**src/rtl/hllru_queue.sv**
```systemverilog
// Small register queue between the front end and the back end.
// Depends on nothing.
module hllru_queue #(
  parameter int DATA_W = 17,
  parameter int DEPTH  = 4
) (
  input  logic              clk,
  input  logic              rst,
  input  logic              push,
  input  logic [DATA_W-1:0] push_data,
  input  logic              pop,
  output logic [DATA_W-1:0] head,
  output logic              full,
  output logic              empty
);
  localparam int PTR_W = (DEPTH > 1) ? $clog2(DEPTH) : 1;
  localparam int CNT_W = $clog2(DEPTH + 1);

  logic [DATA_W-1:0] slots [DEPTH];
  logic [PTR_W-1:0]  wr_ptr;
  logic [PTR_W-1:0]  rd_ptr;
  logic [CNT_W-1:0]  count;

  assign full  = (count == CNT_W'(DEPTH));
  assign empty = (count == '0);
  assign head  = slots[rd_ptr];

  always_ff @(posedge clk) begin
    if (rst) begin
      wr_ptr <= '0;
      rd_ptr <= '0;
      count  <= '0;
    end else begin
      if (push) begin
        wr_ptr <= (wr_ptr == PTR_W'(DEPTH - 1)) ? '0 : wr_ptr + 1'b1;
      end
      if (pop) begin
        rd_ptr <= (rd_ptr == PTR_W'(DEPTH - 1)) ? '0 : rd_ptr + 1'b1;
      end
      if (push && !pop) begin
        count <= count + 1'b1;
      end else if (pop && !push) begin
        count <= count - 1'b1;
      end
    end
  end

  always_ff @(posedge clk) begin
    if (push) begin
      slots[wr_ptr] <= push_data;
    end
  end

endmodule

```
**config.mk**
```make
export PLATFORM = sky130hd
export DESIGN_NAME = hllru_queue
export DESIGN_NICKNAME = d
export VERILOG_FILES = /design/src/rtl/hllru_queue.sv
export SDC_FILE = /design/constraint.sdc
export NUM_CORES = 1
export LEC_CHECK = 0
export ABC_AREA = 0
export BUFFER_PORTS_ARGS = -buffer_cell sky130_fd_sc_hd__clkbuf_2
export CORE_MARGIN = 2
export CORE_UTILIZATION = 40
export CTS_CLUSTER_DIAMETER = 200
export DETAILED_ROUTE_END_ITERATION = 7
export GPL_TIMING_DRIVEN = 0
export SETUP_SLACK_MARGIN = 0.2
export SLEW_MARGIN = 15
export SYNTH_ARGS = -nofsm -noshare
export SYNTH_HDL_FRONTEND = slang
export SYNTH_SLANG_ARGS = --single-unit
```
**constraint.sdc**
```tcl
create_clock -name clk -period 2.05 [get_ports clk]
set_clock_uncertainty 0.2 [all_clocks]
set_input_delay 0.205 -clock clk [delete_from_list [all_inputs] [get_ports clk]]
set_output_delay 0.205 -clock clk [all_outputs]
set_load 0.01 [all_outputs]
```
[After elaboration in Yosys (flattened, before gate mapping)]
Memory sizes are Yosys's and may differ from the RTL's. A register that Yosys moved wholly into a read port is not among the register bits.
Index checks and enable logic that the tools add are counted.
Word-level totals
  flip-flop bits (word level): 7
  memory bits (writable): 68
  memories: 1
Operators by class
  $add $sub $neg: 4
  equal/unequal tests: 3
  multiplexer cells: 8
  reduce and logical (&&, ||, !) cells: 6
Memories
  slots: words 4, width 17, rd ports 1, clocked after Yosys merged registers in 1, wr ports 1, line 19  | logic [DATA_W-1:0] slots [DEPTH];
Operators by type and width (number)
  $mux W2: 4
  $mux W3: 2
  $add A2 B1 Y2 const B: 2
  $eq A2 B2 Y1 const B: 2
  $add A3 B1 Y3 const B: 1
  $eq A3 B3 Y1 const B: 1
  $logic_not A3 Y1: 1
  $sub A3 B1 Y3 const B: 1
  $logic_and A1 B1 Y1: 2
  $logic_not A1 Y1: 2
  $mux W1: 2
  $reduce_bool A2 Y1: 1

[Longest topological paths before layout]
  word-level depth: 4
  depth in mapped cells: 7

[Worst setup path after synthesis]
No wires, ideal clock.
  path kind: input port to flip-flop
  start: input port pop
  end: register count[2]
  setup time: 0.070 ns
  data arrival time: 1.397 ns
  setup slack: 0.383 ns
  stages: 7
  buffers on the path: 0
  cells stage by stage: inv_1 > ha_1 > inv_1 > fa_1 > xor2_1 > or3_1 > a21oi_1
Between the ends
  longest elaborated chain between the ends: 3
Ends and longest elaborated chain
  start, declared: line 11  | input logic pop,
  $logic_not A1 Y1: line 40  | if (push && !pop) begin
  $logic_and A1 B1 Y1: line 40
  $mux W3 or $reduce_bool A2 Y1 (tied branches)
  end signal, assigned: line 41  | count <= count + 1'b1;
  end signal, assigned: line 43  | count <= count - 1'b1;
  end, declared: line 22  | logic [CNT_W-1:0] count;
Parallel ways exist; a longest one is shown, timed or not.
A chain may end at the register's enable or synchronous reset.

==> run metrics <==
row cnt=31; Post-Place Cells=271; R2R Setup Slk=about 0.38 ns; WL final=just under 5000 um; post-synthesis cell count=133; share of layout cells above drive strength 1=39.05%; Starting Density=roughly two fifths; detailed-route via count=around 1500; Avg WL per Cell=around 16 um; Slew Limit Fails=0; slew margin rel.=between 60 and 70%; Layout Nets=about 230; DP HPWL=approximately 3100 um; Hold/Removal Path Class=in -> reg; Critical R2R Launch=count[0]; Worst Setup End Kind=output pin; slowest CP cell=mux4_2; flops & latches, synth=77; fin cells=just over 300; worst-path cell chain=buf_8, buf_12, mux4_2, clkbuf_2; Peak VDD IR=~410 uV; leading area contributor after synthesis=edfxtp_1; Total Routing Usage GR=between 10 and 15%; slew of the pin with the lowest slew margin=0.4815 ns; post-synthesis sequential area ratio=roughly 76%; setup TNS=0 ns; # H-tree levels=3; WP data arrival=between 1.5 and 2 ns; critical path class=reg -> out; Worst Hold Depth=3; synth top area cells=edfxtp_1 70%, mux4_2 7.7%, mux4_1 6.3%; highest clock rate=between 500 and 600 MHz; post-synth top area share=between 60 and 70%; vias per cell=~4.7; vias in the first global route=roughly 1500; Root Driver=clkbuf_8; Post-Syn Nets=roughly 160; Final ANT Viol Nets=0; startpoint of the worst hold path=push; n_diodes=0; fin crit share=between 90% and 100%; Cell Area, Synth=between 2000 and 3000 sq um; clock buffer depth=2; Fin. Hold Viols=0; die area=around 8000 sq um; grt total ovfl=0; largest net degree at the start of global routing=18; Die H=between 80 and 90 um; Worst R2R End=count[2]; Worst path max stage delay=0.51 ns; P per Cell Area=879.7 nW/um^2; synthesized area per cell=approximately 22 sq um; drt pass-1 iters=4; DRT iter0 DRCs=102; initial antenna violation count=0; CTS tree=yes; chip width=about 90 um; Core Footprint=7176 sq um; CTS Buf Count=9; status=completed; drt drc=0; register area=approximately 2200 sq um; P_leak=roughly 1.3 nW; IO buf count=39; final setup fails=0; Clk pin slew, worst setup/hold paths=0.07 ns; Netlist cell types=19; Max-Cap Viols=0; Layout area overhead=25.26%; Ports=40; area occupied by multi-input gates=approximately 630 sq um; CP startpoint kind=flop; Hold Crit Endpoint=wr_ptr[1]; worst-path maximum fanout=5; first-pass GRT wire length=approximately 7700 um; RSZ-0062 raised after global routing=true; Skew-Pair Late Insertion Delay=around 0.33 ns; GP Congestion=between 0.6 and 0.7; Final Critical Period=1.982 ns; clk sink count=slightly below 80; Reg2Reg Depth=4; # fillers=between 500 and 600; Ys Warns=0; CP required=about 1.6 ns
==> registers in the layout, indices dropped and copies added, names as in the netlist, named ones only <==
register,flops
count,3
wr_ptr,2
rd_ptr,2
slots,68
==> final cells by class <==
| cell class | instances | share of cell area (%) |
|---|---|---|
| plain buffers | 4 | 1.396 |
| clock buffers | 15 | 4.802 |
| clock inverters | 1 | 0.1362 |
| inverters | 4 | 0.4087 |
| multi-input cells | 48 | 17.23 |
| flip-flops and latches | 77 | 60.52 |
| well taps | 99 | 3.372 |
| repair buffers | 61 | 12.13 |
==> what timing repair did <==
action	4_1_cts	5_1_grt
setup buffers	1	2
gates resized for setup	16	6
cloned	1	0
hold buffers	18	0
setup endpoints to repair	85	17
endpoints found under the hold margin	77	0
==> stage by stage <==
| stage | util [%] | hold slack (ns) | total power [mW] | worst slack, ns | instance area [sq um] |
|---|---|---|---|---|---|
| final | 51.19 | 0.02441 | 3.232 | 0.06821 | 3674 |
| after global routing | 51.19 | 0.04576 | 3.387 | 0.004195 | 3674 |
| after CTS | 50.92 | 0.01009 | 3.257 | 0.03120 | 3654 |
| after detailed placement | 45.32 | 0.2304 | 2.190 | 0.1278 | 3252 |
| after global placement | 45.32 | 0.2197 | 2.165 | 0.2036 | 3252 |
| after floorplan | - | 0.07407 | 2.051 | 0.3833 | 2933 |
==> cells by family (layout without fill, tap and decap cells) <==
family / count (synthesis) / in the layout / synth area share, %
compound gates: 3 / 3 / 0.5118
xor+xnor: 2 / 2 / 0.5974
fa+ha+maj: 7 / 7 / 3.242
buf+inv: 8 / 85 / 1.920
flops: 77 / 77 / 75.77
mux: 21 / 21 / 15.32
simple gates: 15 / 15 / 2.645
==> placed cells by master (no fill, tap or decap), types with 2 or more instances in the layout <==
cell / netlist / final
mux2i_1: 4 / 4
clkbuf_8: 0 / 12
nor3b_1: 2 / 2
dlygate4sd3_1: 0 / 18
clkbuf_1: 0 / 3
buf_4: 0 / 2
a21oi_1: 2 / 2
buf_8: 0 / 2
buf_6: 1 / 3
edfxtp_1: 68 / 68
nor2_1: 7 / 7
mux4_2: 10 / 17
and2_2: 0 / 4
dfxtp_1: 9 / 8
inv_1: 4 / 4
xor2_1: 2 / 2
clkbuf_2: 0 / 37
ha_1: 6 / 6
==> where the power goes <==
part	internal [mW]	switching (mW)
Clock	0.539	0.480
Combinational	0.204	0.186
Sequential	1.79	0.0331
Total	2.53	0.699
==> worst max path at each step <==
stage	endpoint	cells after the start	slack [ns]	start
finish	head[0]	4	0.07	flop
global route	head[14]	4	0.004	flop
CTS	head[14]	4	0.03	flop
detailed placement	slots[3][5]	2	0.13	wr_ptr[0]
global placement	slots[3][9]	2	0.20	wr_ptr[0]
floorplan	count[2]	7	0.38	pop
==> cells in the mapped netlist, drive strengths merged <==
cell	count
edfxtp	68
nor3	1
inv	4
a21oi	2
ha	6
buf	4
xor2	2
nor2	7
o21ai	1
mux2i	4
and2	4
or3	1
mux4	17
fa	1
dfxtp	9
nor3b	2
==> worst max-delay path: cells and delay by family, from the launching register on <==
family,cells,cell delay [ns]
multiplexers,1,0.51
buffers and inverters,3,0.41
flip-flops,1,0.33
==> metal layers <==
layer	GRT usage, %	part of all wire (%)	wire length [um]	vias up
li1	-	-	-	676
met3	3.565	3.9	189	8
met4	7.734	1.8	86	0
met1	16.28	42	2083	732
met5	0	0	0	-
met2	23.06	52	2545	34
Power figures use the tool's default switching activity.
