<file path="src/rtl/hllru_pkg.sv">
// Package for the HyperLogLog register update unit.
// Holds the fixed field widths, operation codes and the group leading-zero helper.
// No dependencies.
package hllru_pkg;

  localparam int HASH_W      = 64;
  localparam int OP_W        = 1;
  localparam int REG_INDEX_W = 10;
  localparam int RANK_W      = 6;
  localparam int COUNT_W     = 11;
  localparam int GROUP_W     = 8;
  localparam int NUM_GROUPS  = HASH_W / GROUP_W;
  localparam int GROUP_LZ_W  = $clog2(GROUP_W);

  localparam logic [OP_W-1:0] OP_ADD     = 1'b0;
  localparam logic [OP_W-1:0] OP_READOUT = 1'b1;

  // Leading zeros of a non-zero byte, counted from its top bit.
  function automatic logic [GROUP_LZ_W-1:0] group_lz(input logic [GROUP_W-1:0] grp);
    logic [GROUP_LZ_W-1:0] lz;
    lz = '0;
    for (int b = 0; b < GROUP_W; b++) begin
      if (grp[b]) begin
        lz = GROUP_LZ_W'(GROUP_W - 1 - b);
      end
    end
    return lz;
  endfunction

endpackage

</file>
<file path="src/rtl/hllru_if.sv">
// Channel interfaces for the HyperLogLog register update unit.
// Depends on hllru_pkg for the payload widths.
interface hllru_item_if;
  import hllru_pkg::*;
  logic              valid;
  logic              ready;
  logic [OP_W-1:0]   op;
  logic [HASH_W-1:0] hash_value;
  modport source(output valid, op, hash_value, input ready);
  modport sink(input valid, op, hash_value, output ready);
endinterface


</file>
<file path="src/rtl/hllru_front.sv">
// Front end: accepts items, splits the hash into register index and rank.
// Depends on hllru_pkg and hllru_if.
module hllru_front #(
  parameter int INDEX_BITS = 10
) (
  input  logic                             clk,
  input  logic                             rst,
  hllru_item_if.sink                       item,
  input  logic                             q_full,
  output logic                             push,
  output logic [hllru_pkg::OP_W-1:0]       push_op,
  output logic [INDEX_BITS-1:0]            push_idx,
  output logic [hllru_pkg::RANK_W-1:0]     push_rank
);
  import hllru_pkg::*;

  localparam int MAX_RANK = 65 - INDEX_BITS;

  logic                  fvalid;
  logic [OP_W-1:0]       fop;
  logic [INDEX_BITS-1:0] fidx;
  logic [NUM_GROUPS-1:0] fnz;
  logic [GROUP_LZ_W-1:0] flz [NUM_GROUPS];

  logic [HASH_W-1:0]     rest;
  logic [NUM_GROUPS-1:0] nz;
  logic [GROUP_LZ_W-1:0] lz [NUM_GROUPS];
  logic                  accept;

  assign item.ready = !rst && (!fvalid || !q_full);
  assign accept     = item.valid && item.ready;
  assign push       = fvalid && !q_full;

  // The bits below the index are moved to the top; the zero fill below them
  // never holds a one, so an all-zero remainder leaves every group empty.
  always_comb begin
    rest = HASH_W'(item.hash_value << INDEX_BITS);
    for (int g = 0; g < NUM_GROUPS; g++) begin
      nz[g] = |rest[HASH_W-1-GROUP_W*g -: GROUP_W];
      lz[g] = group_lz(rest[HASH_W-1-GROUP_W*g -: GROUP_W]);
    end
  end

  always_ff @(posedge clk) begin
    if (rst) begin
      fvalid <= 1'b0;
    end else if (accept) begin
      fvalid <= 1'b1;
    end else if (push) begin
      fvalid <= 1'b0;
    end
  end

  always_ff @(posedge clk) begin
    if (accept) begin
      fop  <= item.op;
      fidx <= item.hash_value[HASH_W-1 -: INDEX_BITS];
      fnz  <= nz;
      for (int g = 0; g < NUM_GROUPS; g++) begin
        flz[g] <= lz[g];
      end
    end
  end

  // The first non-empty group, counted from the top, sets the rank.
  always_comb begin
    push_rank = RANK_W'(MAX_RANK);
    for (int g = NUM_GROUPS - 1; g >= 0; g--) begin
      if (fnz[g]) begin
        push_rank = RANK_W'(GROUP_W * g + 1) + RANK_W'(flz[g]);
      end
    end
  end

  assign push_op  = fop;
  assign push_idx = fidx;

endmodule

</file>
<file path="src/flat_wrapper.sv">
// flat-port wrapper written by rule: the top's interface ports become plain ports
module hllru_front_flat import hllru_pkg::*;
#(
  parameter int INDEX_BITS = 10
)
  (clk, rst, q_full, push, push_op, push_idx, push_rank, item_valid, item_op, item_hash_value, item_ready);
  hllru_item_if item_i ();
  input  logic clk;
  input  logic rst;
  input  logic q_full;
  output logic push;
  output logic [hllru_pkg::OP_W-1:0] push_op;
  output logic [INDEX_BITS-1:0] push_idx;
  output logic [hllru_pkg::RANK_W-1:0] push_rank;
  input wire logic [$bits(item_i.valid)-1:0] item_valid;
  input wire logic [$bits(item_i.op)-1:0] item_op;
  input wire logic [$bits(item_i.hash_value)-1:0] item_hash_value;
  output wire logic [$bits(item_i.ready)-1:0] item_ready;
  assign item_i.valid = item_valid;
  assign item_i.op = item_op;
  assign item_i.hash_value = item_hash_value;
  assign item_ready = item_i.ready;
  hllru_front #(.INDEX_BITS(INDEX_BITS)) u_core (.clk(clk), .rst(rst), .item(item_i), .q_full(q_full), .push(push), .push_op(push_op), .push_idx(push_idx), .push_rank(push_rank));
endmodule
</file>
<file path="config.mk">
export PLATFORM = sky130hd
export DESIGN_NAME = hllru_front_flat
export DESIGN_NICKNAME = d
export VERILOG_FILES = /design/src/rtl/hllru_pkg.sv /design/src/rtl/hllru_if.sv /design/src/rtl/hllru_front.sv /design/src/flat_wrapper.sv
export SDC_FILE = /design/constraint.sdc
export NUM_CORES = 1
export LEC_CHECK = 0
export BUFFER_PORTS_ARGS = -buffer_cell sky130_fd_sc_hd__buf_4
export CORE_MARGIN = 2
export CORE_UTILIZATION = 30
export DETAILED_ROUTE_END_ITERATION = 8
export GPL_ROUTABILITY_DRIVEN = 0
export PLACE_DENSITY_LB_ADDON = 0.12
export SLEW_MARGIN = 20
export SYNTH_ARGS = -nofsm -noshare
export SYNTH_HDL_FRONTEND = slang
export SYNTH_SLANG_ARGS = --single-unit
export TNS_END_PERCENT = 10
</file>
<file path="constraint.sdc">
create_clock -name clk -period 3.7 [get_ports clk]
set_input_delay 0.74 -clock clk [delete_from_list [all_inputs] [get_ports clk]]
set_output_delay 0.74 -clock clk [all_outputs]
set_load 0.005 [all_outputs]
</file>
# ---- Yosys cells after proc, flatten, opt, wreduce, memory -nomap -nowiden
# Memory sizes are Yosys's and may differ from the RTL's.
# Cells that the tools add are included.
dict set report classes {
  addsub 7
  multipliers 0
  div_mod_pow 0
  n_lt_le_gt_ge 0
  eq_ne 0
  shift 0
  mux 65
  bitwise 0
  reduce_logical 15
}
# cell count
set ops {}
lappend ops {{3-bit two-way mux} 54}
lappend ops {{8-bit OR reduction} 6}
lappend ops {{6-bit two-way mux} 7}
lappend ops {{5-bit by 3-bit adder with 6-bit output, first input constant} 2}
lappend ops {{6-bit by 3-bit adder with 6-bit output, first input constant} 2}
lappend ops {{5-bit by 4-bit adder with 6-bit output, first input constant} 1}
lappend ops {{6-bit OR reduction} 1}
lappend ops {{4-bit by 3-bit adder with 5-bit output, first input constant} 1}
lappend ops {{1-bit by 3-bit adder with 4-bit output, first input constant} 1}
lappend ops {{1-bit two-way mux} 4}
lappend ops {{1-bit logical AND} 3}
lappend ops {{1-bit logical NOT} 3}
lappend ops {{2-bit nonzero test} 1}
lappend ops {{1-bit logical OR} 1}
dict set report word_totals {
  ff_bits 19
  latch_bits 0
  ramBits 24
  mem_bits_ro 0
  inputBits 69
  wordCells 92
  memories 1
}
# memory depth word_bits read_ports rd_clocked_by_memory_dff write_ports line
set mem_list {}
lappend mem_list {u_core.flz 8 3 7 0 8 hllru_front.sv:23} ;# logic [GROUP_LZ_W-1:0] flz [NUM_GROUPS];

# ---- Logic depth before layout (Yosys ltp)
# Gate-level depths: netlist of the first run.
# An unclocked memory read counts as a cell.
dict set report depth {
  word_depth 9
  depth_mapped 6
  depth_no_buf 6
}

# ---- Least setup slack after synthesis of the first run
# No wires, ideal clock.
dict set report synth_path {
  path_type {in2reg}
  start {input port q_full}
  end {memory u_core.flz[0][0] (netlist name), enable pin}
  setup_ns 0.400
  arrival_time_ns 1.918
  required_ns 3.300
  path_slack_ns 1.382
  path_stages 2
  path_cell_list {a21oi_1 > and2_1}
}
# element line
set synth_lines {}
lappend synth_lines {{start: declaration} flat_wrapper.sv:10} ;# input logic q_full;
lappend synth_lines {{end: declaration} hllru_front.sv:23}

==> summary.txt, run 1 <==
Worst setup path
  • Crit path capture type: output port
  • Startpoint types: register
  • Worst Reg-to-Reg Cells: 2
  • Reg-to-reg critical path endpoint: u_core.fnz[4]
  • WS Path Type: reg -> out
  • Required @ worst endpoint: 2.96 ns
  • Reg2reg setup slack: around 2.1 ns
  • Crit path DAT: around 2.0 ns
  • Worst r2r src: u_core.fvalid
  • Critical Path Fanout Max: 3

Logic synthesis
  • Synth Cell Area: between 2000 and 2500 sq um
  • Synth area leader: edfxtp_1
  • Yosys reg bits: 40
  • Register area share after synthesis: 0.537
  • Largest cells by area after synthesis: edfxtp_1 53%, ha_1 5.6%, nor3_1 4.3%, a21oi_1 3.8%, nor4_1 3.7%
  • Cells after Synth: around 210
  • Yosys warns: 0
  • Unique cell type count in the Yosys netlist: 40
  • Post-synth EDFFs: 39
  • Syn_area_per_cell: roughly 11 sq um
  • Syn Nets: 290
  • Asr flop ratio synth: 0
  • Yosys top cell area share: 0.528
  • Post-synth top flop: edfxtp_1

Cells and area
  • Final Net Count: 380
  • Post-Route Utilization: 0.434
  • Fraction of layout cells with a size suffix above 1: 0.321
  • Area grow syn2layout: 41.1%
  • Diodes inserted: 0

Clock tree
  • Worst-Skew Late Latency: between 0.2 and 0.3 ns
  • CTS tree: built
  • # H-tree levels: 2
  • Resize count post-CTS: 0
  • Clk slew on worst S/H paths: 0.08 ns
  • Max Buffers Root-to-Sink: 2
  • Root buf cell: clkbuf_8
  • Clock sinks: 40
  • Setup Buffers After CTS: 0
  • Hold_buf cts: 0
  • CTS Buf Count: 5

Run status
  • Outcome: finished, final reports clean

Drt
  • Wire per inst: between 10 and 15 um
  • Final WL: about 5000 um
  • Remaining DRCs: 0
  • Pre-Repair DR Iteration Count: 4
  • Via count: around 1900
  • Vias per cell: approximately 4.7
  • Routed Antenna Nets: 0
  • Initial DRC Count: around 100

Worst hold path
  • Hold Startpoint: u_core.fvalid
  • Worst hold path endpoint: u_core.fvalid
  • Hold Path Class: reg -> reg
  • Hold path depth: 2

Timing
  • Final hold slack: 0.509 ns
  • Min Clock Period, post-route: ~2.7 ns
  • Fin. Hold Viols: 0
  • Final setup violation count: 0
  • Slew margin rel.: 0.387
  • Clk_skew: roughly 0.0047 ns
  • Fin crit share: 0.732
  • RSZ-0062 raised after global routing: false
  • Final max-slew violation count: 0
  • Fmax: 369 MHz
  • Worst Max-Slew Pin Slew: 0.919 ns
  • Total Negative Setup Slacks: 0 ns

GRT
  • Congestion Overflow GR: 0
  • Initial antenna violation count: 0
  • Vias in the first global route: 1829
  • Total GRT Usage: 0.126
  • First-pass GRT wire length: 8270 um
  • Largest net degree at the start of global routing: 40

Floorplanning
  • Num rows: 31
  • Die W: between 80 and 90 um
  • Total Die Area: ~8100 sq um
  • Die Y: roughly 90 um
  • Core area: roughly 7200 sq um
  • Initial Util: 0.307
  • I/O pins: between 80 and 90

Power and ir drop
  • Switching share of power: 0.202
  • Internal Power: between 0.9 and 1 mW
  • Seq pwr share: 0.451
  • VDD IR max: roughly 0.00016 V
  • Leakage power: around 1.3 nW
  • Combinational Power Share: 0.132
  • Clock power share: 0.417
  • NetSw: ~0.24 mW
  • Overall Power: ~1.2 mW
  • Pwr/cell area: about 380 nW/um^2

Placement
  • Input/output buffers: 87
  • DP HPWL: about 3800 um

Flow run
  • MaxCap Viol Count: 0
cells in the mapped netlist (2+ instances only):
| cell type | instances |
|---|---|
| xor2_1 | 3 |
| a22o_1 | 2 |
| o21ai_0 | 2 |
| nor4_1 | 13 |
| nor3_1 | 19 |
| a31oi_1 | 3 |
| a221oi_1 | 2 |
| nand3_1 | 3 |
| o21bai_1 | 6 |
| buf_2 | 2 |
| nand4_1 | 2 |
| nand2_1 | 12 |
| inv_1 | 19 |
| o221ai_1 | 4 |
| and2_1 | 2 |
| edfxtp_1 | 39 |
| nand2b_1 | 7 |
| a21oi_1 | 17 |
| nor2b_1 | 9 |
| ha_1 | 10 |
| nor2_1 | 16 |
power by group through the flow:
stage | clock (mW) | combinational [mW] | sequential (mW)
floorplan | 0 | 0.0650 | 0.540
global route | 0.526 | 0.178 | 0.540
CTS | 0.510 | 0.161 | 0.536
global placement | 0 | 0.158 | 0.546
detailed placement | 0 | 0.160 | 0.547
finish | 0.496 | 0.158 | 0.536
how the worst max path moves through the flow:
| stage | cells past startpoint | slack [ns] | endpoint | from |
|---|---|---|---|---|
| floorplan | 2 | 1.38 | u_core.flz[0][0] | q_full |
| global placement | 6 | 1.31 | push_rank[2] | u_core.flz[5][0] |
| detailed placement | 6 | 1.29 | push_rank[2] | u_core.flz[3][0] |
| CTS | 6 | 0.95 | push_rank[2] | u_core.flz[5][0] |
| global route | 6 | 0.91 | push_rank[2] | u_core.flz[5][0] |
| finish | 6 | 0.99 | push_rank[2] | u_core.flz[5][0] |
sequential cells by signal, summed over array words and instances, names as in the netlist:
| name | count |
|---|---|
| u_core.flz | 21 |
| u_core.fnz | 7 |
| u_core.fvalid | 1 |
| u_core.push_idx | 10 |
| u_core.push_op | 1 |
through the flow:
stage | setup WS (ns) | area [sq um] | cells
after floorplan | 1.38 | 2220 | 211
after CTS | 0.947 | 3130 | 401
final | 0.990 | 3130 | 401
after global routing | 0.910 | 3130 | 401
after detailed placement | 1.29 | 2970 | 393
after global placement | 1.31 | 2970 | 393
placed cells by master (no fill, tap or decap), types with 2 or more instances in the layout:
cell type	synthesis	final
nand2_1	12	12
o21ai_0	2	2
a21oi_1	17	17
nor3_1	19	19
nand3_1	3	3
xor2_1	3	3
o221ai_1	4	4
buf_4	0	87
nand2b_1	7	7
a221oi_1	2	2
nand4_1	2	2
o21bai_1	6	6
nor2b_1	9	9
ha_1	10	10
clkbuf_8	0	5
a22o_1	2	2
a31oi_1	3	3
edfxtp_1	39	39
nor4_1	13	13
nor2_1	16	16
inv_1	19	19
bufinv_16	0	3
layer usage:
metal  up-vias  global-route usage  part of all wire
met3         4              0.0360             0.062
met4         0              0.0500             0.016
met2        52               0.206              0.48
li1        976                   -                 -
met5         -                   0                 0
met1       871               0.157              0.44
layout make-up:
| class | instances | area, sq um |
|---|---|---|
| clock buffer | 5 | 68.8 |
| clock inverter | 3 | 90.1 |
| fill | 715 | 4080 |
| inverter | 19 | 71.3 |
| multi-input combinational | 148 | 932 |
| sequential | 40 | 1190 |
| tap | 99 | 124 |
| timing repair buffer | 87 | 653 |
cells by family after synthesis:
| logic type | synth area share |
|---|---|
| compound gates | 0.130 |
| xor+xnor | 0.0158 |
| fa+ha+maj | 0.0564 |
| buf+inv | 0.0434 |
| flops | 0.537 |
| mux | 0.00451 |
| simple gates | 0.213 |
critical path, stage by stage, from the launching register on:
cell and delay [ns]:
edfxtp_1 0.42, ha_1 0.22, ha_1 0.26, or2b_1 0.22
a31oi_1 0.21, o221ai_1 0.18, buf_4 0.17
Note: power is estimated with default switching activity, not from simulation.
==> run 2, diff against run 1 <==
==> constraint.sdc (replaced) <==
create_clock -name clk -period 2.5 [get_ports clk]
set_input_delay 0.5 -clock clk [delete_from_list [all_inputs] [get_ports clk]]
set_output_delay 0.5 -clock clk [all_outputs]
set_load 0.005 [all_outputs]
==> run 2 against run 1 <==
Effect of this change: via count decreased by 2.3%; sequential power increased by 48%; critical endpoint unchanged; cell count increased by 0.50%; non-clock buffer count increased by 2; critical path type unchanged; sequential share of layout area increased by 0.32 points; flip-flop and latch count unchanged; largest cell class unchanged; global-route usage decreased by 0.38 points; largest power group unchanged; count of clock-buffer cells in the layout unchanged; first-iteration DRC count decreased by 21%; routed wire length decreased by 2.7%; core utilization decreased by 0.36 points.
==> summary.txt, run 2 (synthesis results as in run 1) <==
Power and ir drop
  • Clock power share: 0.333
  • NetSw: 0.346 mW
  • Combinational Power Share: 0.154
  • Overall Power: approximately 1.5 mW
  • Switching share of power: 0.224
  • Leakage power: roughly 1.3 nW
  • Internal Power: 1.20 mW
  • Seq pwr share: 0.513
  • VDD IR max: 0.000196 V
  • Pwr/cell area: ~500 nW/um^2

Worst hold path
  • Hold path depth: 2
  • Hold Path Class: in -> reg
  • Hold Startpoint: rst
  • Worst hold path endpoint: u_core.fvalid

Cells and area
  • FILL cells: between 700 and 800
  • Diodes inserted: 0
  • Most frequent cells in the layout: 89 x buf_4, 39 x edfxtp_1, 19 x inv_1, 19 x nor3_1, 17 x a21oi_1
  • Area grow syn2layout: 39.9%
  • Final Net Count: roughly 380
  • Top reg by flops: u_core.flz
  • Largest register FFs: 21
  • Fraction of layout cells with a size suffix above 1: 0.326
  • Commonest non-fill, non-tap cell in the layout: buf_4

Placement
  • Dpl ws: 0.331 ns
  • Input/output buffers: 87
  • DP HPWL: about 3700 um

GRT
  • First-pass GRT wire length: 8030 um
  • Initial antenna violation count: 0
  • Congestion Overflow GR: 0
  • Total GRT Usage: 0.122
  • Largest net degree at the start of global routing: 40
  • Vias in the first global route: 1797

Floorplanning
  • Core area: ~7200 sq um
  • Total Die Area: slightly above 8000 sq um
  • Die Y: 90.0 um
  • Die W: between 80 and 90 um
  • I/O pins: between 80 and 90
  • Num rows: 31
  • Initial Util: 0.307

Worst setup path
  • Reg-to-reg critical path endpoint: u_core.flz[4][2]
  • Slowest-stage cell, CP: edfxtp_1
  • Crit path DAT: 1.92 ns
  • Crit path cell chain: ha_1 > ha_1 > or2b_1 > a31oi_1 > o221ai_1 > buf_4
  • Worst r2r src: u_core.fvalid
  • Most frequent CP cell: ha_1
  • Max incr delay on CP: just over 0.4 ns
  • Reg2reg setup slack: about 1.1 ns
  • Worst Reg-to-Reg Cells: 3
  • Crit path capture type: output port
  • Required @ worst endpoint: ~2.0 ns
  • Startpoint types: register
  • Critical Path Fanout Max: 3
  • WS Path Type: reg -> out

Clock tree
  • CTS Buf Count: 5
  • Max Buffers Root-to-Sink: 2
  • CTS tree: built
  • Worst-Skew Late Latency: between 0.2 and 0.3 ns
  • Root buf cell: clkbuf_8
  • Clk slew on worst S/H paths: around 0.080 ns
  • # H-tree levels: 2
  • Clock sinks: 40

Drt
  • Final WL: 4750 um
  • Routed Antenna Nets: 0
  • Vias per cell: 4.62
  • Initial DRC Count: between 80 and 90
  • Wire per inst: 11.8 um
  • Via count: approximately 1900
  • Pre-Repair DR Iteration Count: 4
  • Remaining DRCs: 0

Timing
  • Final max-slew violation count: 0
  • Clk_skew: roughly 0.004 ns
  • Final hold slack: roughly 0.37 ns
  • Setup WS post-layout: between 0.08 and 0.09 ns
  • Min Clock Period, post-route: 2.42 ns
  • Final setup violation count: 0
  • Fin crit share: 0.966
  • RSZ-0062 raised after global routing: true
  • Fin. Hold Viols: 0
  • Worst Max-Slew Pin Slew: 0.489 ns
  • Slew margin rel.: 0.665
  • Fmax: between 400 and 500 MHz

Run status
  • Outcome: finished, final reports clean

Flow run
  • MaxCap Viol Count: 0
## run 2: cell types whose count changed in the layout (fill, tap and decap cells not counted)
cell	previous run	this run
a221oi_2	0	1
a2111oi_1	1	0
a221oi_1	2	1
a2111oi_2	0	1
buf_4	87	89
clkinv_1	0	2
bufinv_16	3	1
## run 2: cell type report
type / count / area (sq um) / share of cell area
clock buffer: 5 / 68.8 / 0.0222
clock inverter: 3 / 37.5 / 0.0121
inverter: 19 / 71.3 / 0.0230
multi-input combinational: 148 / 943 / 0.304
sequential: 40 / 1190 / 0.384
tap: 99 / 124 / 0.0399
timing repair buffer: 89 / 668 / 0.215
## run 2: critical path, delay by kind of cell (launching register included)
family | cells | cell delay, ns
fa+ha+maj | 2 | 0.48
flops | 1 | 0.41
compound gates | 2 | 0.35
simple gates | 1 | 0.21
buf+inv | 1 | 0.17
## run 2: through the flow
stage	utilization	cell area, sq um	TNS (ns)	std cells
6_report	0.430	3100	0	403
5_1_grt	0.430	3100	-0.00469	403
4_1_cts	0.428	3090	0	402
3_5_place_dp	0.413	2980	0	394
3_3_place_gp	0.413	2980	0	394
2_1_floorplan	-	2220	0	211
## run 2: power by group through the flow
stage / sequential, mW / combinational (mW) / clock [mW]
final: 0.793 / 0.238 / 0.515
after global placement: 0.808 / 0.235 / 0
after CTS: 0.793 / 0.239 / 0.537
after global routing: 0.797 / 0.270 / 0.556
after detailed placement: 0.809 / 0.238 / 0
after floorplan: 0.800 / 0.0962 / 0
## run 2: worst max-delay path by stage
stage                     start          endpoint  slack, ns  depth (start not counted)
4_1_cts        u_core.flz[3][0]      push_rank[2]     0.0005                          6
3_5_place_dp   u_core.flz[3][0]      push_rank[2]       0.33                          6
2_1_floorplan            q_full  u_core.flz[0][0]       0.42                          2
5_1_grt        u_core.flz[5][0]      push_rank[2]     -0.005                          6
6_report       u_core.flz[5][0]      push_rank[2]       0.08                          6
3_3_place_gp   u_core.flz[5][0]      push_rank[2]       0.36                          6
## run 2: routing by layer
layer,GRT usage,vias up,wire length [um]
met3,0.0360,6,261
met1,0.151,826,2090
met5,0,-,0
met2,0.201,47,2320
li1,-,981,-
met4,0.0462,0,78
## run 2: what timing repair did
action	4_1_cts	5_1_grt
setup buffers	0	1
hold buffers	0	0
gates resized for setup	0	2
endpoints found under the setup margin	0	3
hold endpoints to repair	0	0
